**config.mk**
```make
export PLATFORM = sky130hd
export DESIGN_NAME = oscore_option_parser_top
export DESIGN_NICKNAME = d
export VERILOG_FILES = /design/src/rtl/core/oscp_pkg.sv /design/src/rtl/core/oscore_option_parser_top.sv
export SDC_FILE = /design/constraint.sdc
export NUM_CORES = 1
export LEC_CHECK = 0
export BUFFER_PORTS_ARGS = -buffer_cell sky130_fd_sc_hd__buf_4
export CAP_MARGIN = 20
export CORE_MARGIN = 4
export CORE_UTILIZATION = 45
export DETAILED_ROUTE_END_ITERATION = 7
export PLACE_DENSITY_LB_ADDON = 0.2
export SYNTH_ARGS = -nofsm -noshare
export SYNTH_HDL_FRONTEND = slang
export SYNTH_SLANG_ARGS = --single-unit
```
**constraint.sdc**
```tcl
create_clock -name clk_i -period 6.3 [get_ports clk_i]
set_input_delay 0.315 -clock clk_i [delete_from_list [all_inputs] [get_ports clk_i]]
set_output_delay 0.315 -clock clk_i [all_outputs]
set_load 0.05 [all_outputs]
```
**src/rtl/core/oscp_pkg.sv**
```systemverilog
`timescale 1ns / 1ps

package oscp_pkg;

  // default bound on the option value length in bytes
  localparam int unsigned MaxOptionLength = 255;

  // flag byte layout: 0b000hknnn
  localparam int unsigned CtxFlagBit = 4;
  localparam int unsigned KidFlagBit = 3;
  localparam int unsigned PivLenMsb  = 2;

  // configuration register indexes (byte address / 4)
  localparam logic [1:0] RegPivCap = 2'd0;
  localparam logic [1:0] RegKidCap = 2'd1;
  localparam logic [1:0] RegCtxCap = 2'd2;

  // parser phase, also the section tag of the word being parsed
  typedef enum logic [2:0] {
    PH_FLAG   = 3'd0,
    PH_PIV    = 3'd1,
    PH_CTXLEN = 3'd2,
    PH_CTX    = 3'd3,
    PH_KID    = 3'd4
  } phase_e;

  typedef enum logic [2:0] {
    ST_OK      = 3'd0,
    ST_OPT_LEN = 3'd1,
    ST_PIV_LEN = 3'd2,
    ST_KID_LEN = 3'd3,
    ST_CTX_LEN = 3'd4
  } status_e;

  // one result word
  typedef struct packed {
    logic [2:0] section;
    logic [7:0] byte_out;
    logic [7:0] position;
    logic       done_res;
    status_e    status;
    logic [2:0] piv_length;
    logic [7:0] context_length;
    logic [7:0] kid_length;
    logic       kid_flag;
    logic       context_flag;
  } result_t;

endpackage

```
**src/rtl/core/oscore_option_parser_top.sv**
```systemverilog
`timescale 1ns / 1ps
// a result word is registered into the output register when its byte is taken, or into the skid register instead
// while the output register holds a word not yet taken; throughput: one byte per cycle while in_stall_o is low
// a one-word skid register behind the output register keeps input open while a result waits
// reset (rst_ni low, asynchronous) returns the parser to expecting a flag byte,
// empties the output and skid registers and loads the capacities with 7, 255 and 255
module oscore_option_parser_top #(
  parameter int unsigned MAX_OPTION_LENGTH = oscp_pkg::MaxOptionLength
) (
  input  logic        clk_i,
  input  logic        rst_ni,
  // apb configuration port
  input  logic        psel,
  input  logic        penable,
  input  logic        pwrite,
  input  logic [3:0]  paddr,
  input  logic [31:0] pwdata,
  output logic [31:0] prdata,
  output logic        pready,
  // input channel
  input  logic        in_valid_i,
  output logic        in_stall_o,
  input  logic [7:0]  data_byte_i,
  input  logic        last_i,
  input  logic        empty_option_i,
  // output channel
  output logic        out_valid_o,
  input  logic        out_stall_i,
  output logic [2:0]  section_o,
  output logic [7:0]  byte_out_o,
  output logic [7:0]  position_o,
  output logic        done_res_o,
  output logic [2:0]  status_o,
  output logic [2:0]  piv_length_o,
  output logic [7:0]  context_length_o,
  output logic [7:0]  kid_length_o,
  output logic        kid_flag_o,
  output logic        context_flag_o
);
  import oscp_pkg::*;

  localparam int unsigned TotW = $clog2(MAX_OPTION_LENGTH + 1);
  localparam logic [TotW-1:0] TotMax = TotW'(MAX_OPTION_LENGTH);

  // configuration registers
  logic [2:0] piv_cap_q;
  logic [7:0] kid_cap_q;
  logic [7:0] ctx_cap_q;
  logic       cfg_wr;

  // parser state
  phase_e          phase_q, phase_d;
  logic            ctx_bit_q, ctx_bit_d;
  logic            kid_bit_q, kid_bit_d;
  logic [2:0]      iv_len_q, iv_len_d;
  logic [7:0]      ctx_len_q, ctx_len_d;
  logic [7:0]      sect_cnt_q, sect_cnt_d;
  logic [7:0]      kid_cnt_q, kid_cnt_d;
  logic [TotW-1:0] tot_cnt_q, tot_cnt_d;
  logic            ovf_q, ovf_d;
  logic [7:0]      sect_inc;

  // output and skid registers
  result_t res_d;
  result_t out_q;
  result_t skid_q;
  logic    out_valid_q;
  logic    skid_valid_q;
  logic    in_acc;
  logic    out_acc;

  // apb register access
  assign pready = 1'b1;
  assign cfg_wr = psel & penable & pwrite;

  always_comb begin
    unique case (paddr[3:2])
      RegPivCap: prdata = {29'd0, piv_cap_q};
      RegKidCap: prdata = {24'd0, kid_cap_q};
      RegCtxCap: prdata = {24'd0, ctx_cap_q};
      default:   prdata = 32'd0;
    endcase
  end

  always_ff @(posedge clk_i or negedge rst_ni) begin
    if (!rst_ni) begin
      piv_cap_q <= 3'd7;
      kid_cap_q <= 8'hFF;
      ctx_cap_q <= 8'hFF;
    end else if (cfg_wr) begin
      unique case (paddr[3:2])
        RegPivCap: piv_cap_q <= pwdata[2:0];
        RegKidCap: kid_cap_q <= pwdata[7:0];
        RegCtxCap: ctx_cap_q <= pwdata[7:0];
        default:   ;
      endcase
    end
  end

  // handshakes
  assign in_stall_o = skid_valid_q;
  assign in_acc     = in_valid_i & ~skid_valid_q;
  assign out_acc    = out_valid_q & ~out_stall_i;
  assign sect_inc   = sect_cnt_q + 8'd1;

  // next parser state and result word
  always_comb begin
    phase_d    = phase_q;
    ctx_bit_d  = ctx_bit_q;
    kid_bit_d  = kid_bit_q;
    iv_len_d   = iv_len_q;
    ctx_len_d  = ctx_len_q;
    sect_cnt_d = sect_cnt_q;
    kid_cnt_d  = kid_cnt_q;
    tot_cnt_d  = tot_cnt_q;
    ovf_d      = ovf_q;
    res_d      = '0;

    if (empty_option_i) begin
      // zero-length option abandons anything in progress
      phase_d    = PH_FLAG;
      ctx_bit_d  = 1'b0;
      kid_bit_d  = 1'b0;
      iv_len_d   = 3'd0;
      ctx_len_d  = 8'd0;
      sect_cnt_d = 8'd0;
      kid_cnt_d  = 8'd0;
      tot_cnt_d  = '0;
      ovf_d      = 1'b0;
      res_d.done_res = 1'b1;
      res_d.status   = ST_OPT_LEN;
    end else begin
      // saturating option length
      if (tot_cnt_q >= TotMax) ovf_d = 1'b1;
      else                     tot_cnt_d = tot_cnt_q + TotW'(1);

      res_d.byte_out = data_byte_i;

      unique case (phase_q)
        PH_PIV: begin
          res_d.section  = 3'(PH_PIV);
          res_d.position = sect_cnt_q;
          if (sect_inc >= {5'd0, iv_len_q}) begin
            sect_cnt_d = 8'd0;
            phase_d    = ctx_bit_q ? PH_CTXLEN : PH_KID;
          end else begin
            sect_cnt_d = sect_inc;
          end
        end
        PH_CTXLEN: begin
          res_d.section  = 3'(PH_CTXLEN);
          res_d.position = 8'd0;
          ctx_len_d      = data_byte_i;
          sect_cnt_d     = 8'd0;
          phase_d        = (data_byte_i != 8'd0) ? PH_CTX : PH_KID;
        end
        PH_CTX: begin
          res_d.section  = 3'(PH_CTX);
          res_d.position = sect_cnt_q;
          if (sect_inc >= ctx_len_q) begin
            sect_cnt_d = 8'd0;
            phase_d    = PH_KID;
          end else begin
            sect_cnt_d = sect_inc;
          end
        end
        PH_KID: begin
          res_d.section  = 3'(PH_KID);
          res_d.position = kid_cnt_q;
          if (kid_cnt_q == 8'hFF) ovf_d = 1'b1;
          else                    kid_cnt_d = kid_cnt_q + 8'd1;
        end
        default: begin
          // flag byte, reserved top bits ignored
          res_d.section  = 3'(PH_FLAG);
          res_d.position = 8'd0;
          ctx_bit_d      = data_byte_i[CtxFlagBit];
          kid_bit_d      = data_byte_i[KidFlagBit];
          iv_len_d       = data_byte_i[PivLenMsb:0];
          ctx_len_d      = 8'd0;
          sect_cnt_d     = 8'd0;
          kid_cnt_d      = 8'd0;
          if (data_byte_i[PivLenMsb:0] != 3'd0)  phase_d = PH_PIV;
          else if (data_byte_i[CtxFlagBit])      phase_d = PH_CTXLEN;
          else                                   phase_d = PH_KID;
        end
      endcase

      // end of option: report lengths and status, then start over
      if (last_i) begin
        priority if (ovf_d || phase_d != PH_KID) res_d.status = ST_OPT_LEN;
        else if (iv_len_d > piv_cap_q)           res_d.status = ST_PIV_LEN;
        else if (kid_cnt_d > kid_cap_q)          res_d.status = ST_KID_LEN;
        else if (ctx_len_d > ctx_cap_q)          res_d.status = ST_CTX_LEN;
        else                                     res_d.status = ST_OK;
        res_d.done_res       = 1'b1;
        res_d.piv_length     = iv_len_d;
        res_d.context_length = ctx_len_d;
        res_d.kid_length     = kid_cnt_d;
        res_d.kid_flag       = kid_bit_d;
        res_d.context_flag   = ctx_bit_d;
        phase_d    = PH_FLAG;
        ctx_bit_d  = 1'b0;
        kid_bit_d  = 1'b0;
        iv_len_d   = 3'd0;
        ctx_len_d  = 8'd0;
        sect_cnt_d = 8'd0;
        kid_cnt_d  = 8'd0;
        tot_cnt_d  = '0;
        ovf_d      = 1'b0;
      end
    end
  end

  // parser state registers
  always_ff @(posedge clk_i or negedge rst_ni) begin
    if (!rst_ni) begin
      phase_q    <= PH_FLAG;
      ctx_bit_q  <= 1'b0;
      kid_bit_q  <= 1'b0;
      iv_len_q   <= 3'd0;
      ctx_len_q  <= 8'd0;
      sect_cnt_q <= 8'd0;
      kid_cnt_q  <= 8'd0;
      tot_cnt_q  <= '0;
      ovf_q      <= 1'b0;
    end else if (in_acc) begin
      phase_q    <= phase_d;
      ctx_bit_q  <= ctx_bit_d;
      kid_bit_q  <= kid_bit_d;
      iv_len_q   <= iv_len_d;
      ctx_len_q  <= ctx_len_d;
      sect_cnt_q <= sect_cnt_d;
      kid_cnt_q  <= kid_cnt_d;
      tot_cnt_q  <= tot_cnt_d;
      ovf_q      <= ovf_d;
    end
  end

  // output register with skid stage
  always_ff @(posedge clk_i or negedge rst_ni) begin
    if (!rst_ni) begin
      out_valid_q  <= 1'b0;
      skid_valid_q <= 1'b0;
    end else if (in_acc) begin
      if (!out_valid_q || out_acc) out_valid_q <= 1'b1;
      else                         skid_valid_q <= 1'b1;
    end else if (out_acc) begin
      out_valid_q  <= skid_valid_q;
      skid_valid_q <= 1'b0;
    end
  end

  always_ff @(posedge clk_i) begin
    if (in_acc) begin
      if (!out_valid_q || out_acc) out_q  <= res_d;
      else                         skid_q <= res_d;
    end else if (out_acc && skid_valid_q) begin
      out_q <= skid_q;
    end
  end

  // output ports
  assign out_valid_o      = out_valid_q;
  assign section_o        = out_q.section;
  assign byte_out_o       = out_q.byte_out;
  assign position_o       = out_q.position;
  assign done_res_o       = out_q.done_res;
  assign status_o         = out_q.status;
  assign piv_length_o     = out_q.piv_length;
  assign context_length_o = out_q.context_length;
  assign kid_length_o     = out_q.kid_length;
  assign kid_flag_o       = out_q.kid_flag;
  assign context_flag_o   = out_q.context_flag;

  // checks
  a_skid_behind_out : assert property (@(posedge clk_i) disable iff (!rst_ni)
    skid_valid_q |-> out_valid_q)
    else $error("skid word held while output register empty");

  a_status_only_on_done : assert property (@(posedge clk_i) disable iff (!rst_ni)
    (out_valid_q && !out_q.done_res) |-> (out_q.status == ST_OK))
    else $error("status set on a word that does not end the option");

  a_restart_after_done : assert property (@(posedge clk_i) disable iff (!rst_ni)
    (in_acc && (last_i || empty_option_i)) |=> (phase_q == PH_FLAG && tot_cnt_q == '0))
    else $error("parser not back to flag byte after end of option");

  a_total_bounded : assert property (@(posedge clk_i) disable iff (!rst_ni)
    tot_cnt_q <= TotMax)
    else $error("option length count beyond its bound");

endmodule

```
==> out/metrics.cfg <==
[sta]
report.final.slew_viol_count = 0
slew_headroom = 0.434
worst_slew_pin_slew_ns = 0.849
finalSetupTns_ns = 0
skew_ns = 0.00756
setup_violations = 0
period_share = 0.572
hold_viol_final = 0
rsz0062_at_grt = false
layout_setup_ws_ns = 2.70
max_freq_mhz = 278
period_minus_slack_ns = 3.60

[global_route]
grt_pass1_wl_mm = 30.0
grt_start_max_net_pins = 76
grtUsageMet2 = 0.309
use_met1 = 0.261
grt_usage = 0.191
grt_util_met3 = 0.0398
gr-max-usage-layer = met2
grt_pass1_vias = 5735
antenna_found_initial = 0
gr-total-overflow = 0

[setup_path]
crit_fanout = 17
required_ns = 6.55
end_kind = flop
arrival_ns = 3.86
crit_type = flop to flop
startpoint_type = flop

[place]
place_ws_ns = 2.74
hpwl_mm = 12.7
place_congestion = 0.866
numPortBuffers = 80

[floorplanning]
start_util = 0.465
die_y_um = 140
coreArea_mm2 = 0.0168
fp-row-count = 47
boundaryPins = 132
die_area_mm2 = 0.0195
die_w_um = 140

[power]
powerDensity_mw_per_mm2 = 424
sequentialPowerShare = 0.369
p_int_mw = 2.40
net-switching-power_mw = 1.48
irDropWorstVdd_v = 0.000239
p_clk_frac = 0.283
p_leak_nw = 3.88
p_sw_frac = 0.381
p_total_mw = 3.87
p_comb_frac = 0.348

[cts]
cts_root_buf = clkbuf_16
cts_sinks = 150
cts_tree = built
clkTransAtPathRegs_ns = 0.06
post_cts_buffers = 0
ctsResizeCount = 0
htree_num_levels = 4
cts_made_buffers = 17
clk_latency_ns = 0.43
cts-hold-fix-buffers = 0
clock_path_buffers = 2

[drt]
via_per_inst = 5.60
dr.pass1.iters = 5
drt_wl_total_mm = 18.3
drtIter0Drc = 351
remaining_drc_errors = 0
vias = 5852
post_drt_wl_per_cell_um = 17.5
ant_nets = 0

[synthesis]
syn_inst = 747
netlist_area_mm2 = 0.00779
yosys_warnings = 0
syn_area_per_cell_um2 = 10.4
async_reset_ff_frac = 0.413
yosysUniqueCellTypes = 59
ys.flop_type = edfxtp_1
seq_area_frac_synth = 0.541
ys_ff_latch = 150
synth_edf_count = 88

[final_layout]
final_layout_size_suffix_gt1_frac = 0.200
area_growth_pct = 17.2
mostFrequentLayoutCell = nand2_1
layout_common_cells = nand2_1, edfxtp_1, buf_4
antenna_cells = 0
fin_util = 0.545
fin_nets = 898

[status]
outcome = finished, final reports clean

[flow_run]
cap_violations = 0

[hold_path]
hold_class = primary input to asynchronous set/reset pin

[stage by stage]
step                hold WS [ns]  cells  cell area, um2
global route              0.0640   1045            9130
detailed placement         0.477   1012            8480
global placement           0.457   1012            8480
CTS                       0.0252   1044            9110
finish                    0.0151   1045            9130
floorplan                 0.0194    770            7880
[final timing paths]
kind / depth (start not counted) / start / slack, ns / to
max: 11 / phase_q[2] / 2.70 / status_o[2]
min: 1 / rst_ni / 0.02 / ovf_q
max reg2reg: 11 / phase_q[2] / 2.70 / status_o[2]
min reg2reg: 1 / kid_bit_q / 0.51 / kid_bit_q
max in group asynchronous: 1 / rst_ni / 5.75 / ctx_len_q[3]
min in group clk_i: 3 / pwdata[3] / 0.11 / kid_cap_q[3]
[metal layers]
metal | vias up | wire [um] | share of wire
li1 | 2771 | - | -
met1 | 2859 | 8180 | 0.45
met2 | 200 | 8820 | 0.48
met3 | 22 | 1030 | 0.056
met4 | 0 | 254 | 0.014
met5 | - | 0 | 0
[power by group through the flow]
stage,logic (mW),clock network [mW],registers (mW)
after detailed placement,1.35,0,1.45
after floorplan,0.571,0,1.84
final,1.35,1.10,1.43
after global placement,1.33,0,1.44
after CTS,1.35,1.11,1.43
after global routing,1.44,1.16,1.46
[flip-flops by register name, indices dropped and copies added, names as in the netlist, 3 cells and up]
| register | cells |
|---|---|
| status_o | 3 |
| position_o | 8 |
| skid_q | 44 |
| section_o | 3 |
| tot_cnt_q | 8 |
| kid_length_o | 8 |
| piv_length_o | 3 |
| kid_cap_q | 8 |
| context_length_o | 8 |
| byte_out_o | 8 |
| ctx_len_q | 8 |
| piv_cap_q | 3 |
| iv_len_q | 3 |
| ctx_cap_q | 8 |
| phase_q | 3 |
| kid_cnt_q | 8 |
| sect_cnt_q | 8 |
[cell families (layout without fill, tap and decap cells)]
logic type,Yosys count,in the layout,synth area share
AO/OA/AOI/OAI,177,177,0.153
AND/OR/NAND/NOR,245,245,0.143
adder cells (fa/ha/maj),33,33,0.0530
other,2,25,0.000964
XOR/XNOR,8,8,0.00899
flip-flops,150,150,0.541
buffers and inverters,108,163,0.0653
multiplexers,24,24,0.0337
[worst max-delay path: stages, from the launching register on]
cell and delay [ns]:
dfrtp_1 0.60, nor3b_2 0.60, nand3_1 0.24, nand2_1 0.15
a22o_1 0.25, ha_1 0.27, nor2b_1 0.13, o21bai_1 0.12
a31o_2 0.16, a21oi_1 0.13, or4_1 0.55, o31ai_1 0.23
[cells in the mapped netlist (19+ instances only)]
cell type	number	area [um2]
a21oi_1	34	170
a22o_1	21	184
buf_4	25	188
clkbuf_1	33	124
dfrtp_1	43	1080
dfstp_2	19	499
edfxtp_1	88	2640
ha_1	33	413
inv_1	44	165
nand2_1	107	402
nand3_1	20	100
nor2_1	55	206
o21ai_0	38	190
o31ai_1	22	165
[final cells by class]
class                      count  area (um2)
sequential                   150        4220
timing repair buffer          87         666
multi-input combinational    512        3170
clock buffer                  18         429
fill                        1490        7630
clock inverter                14         208
inverter                      44         165
tap                          220         275
No activity file was read; power rests on OpenSTA's default activity.
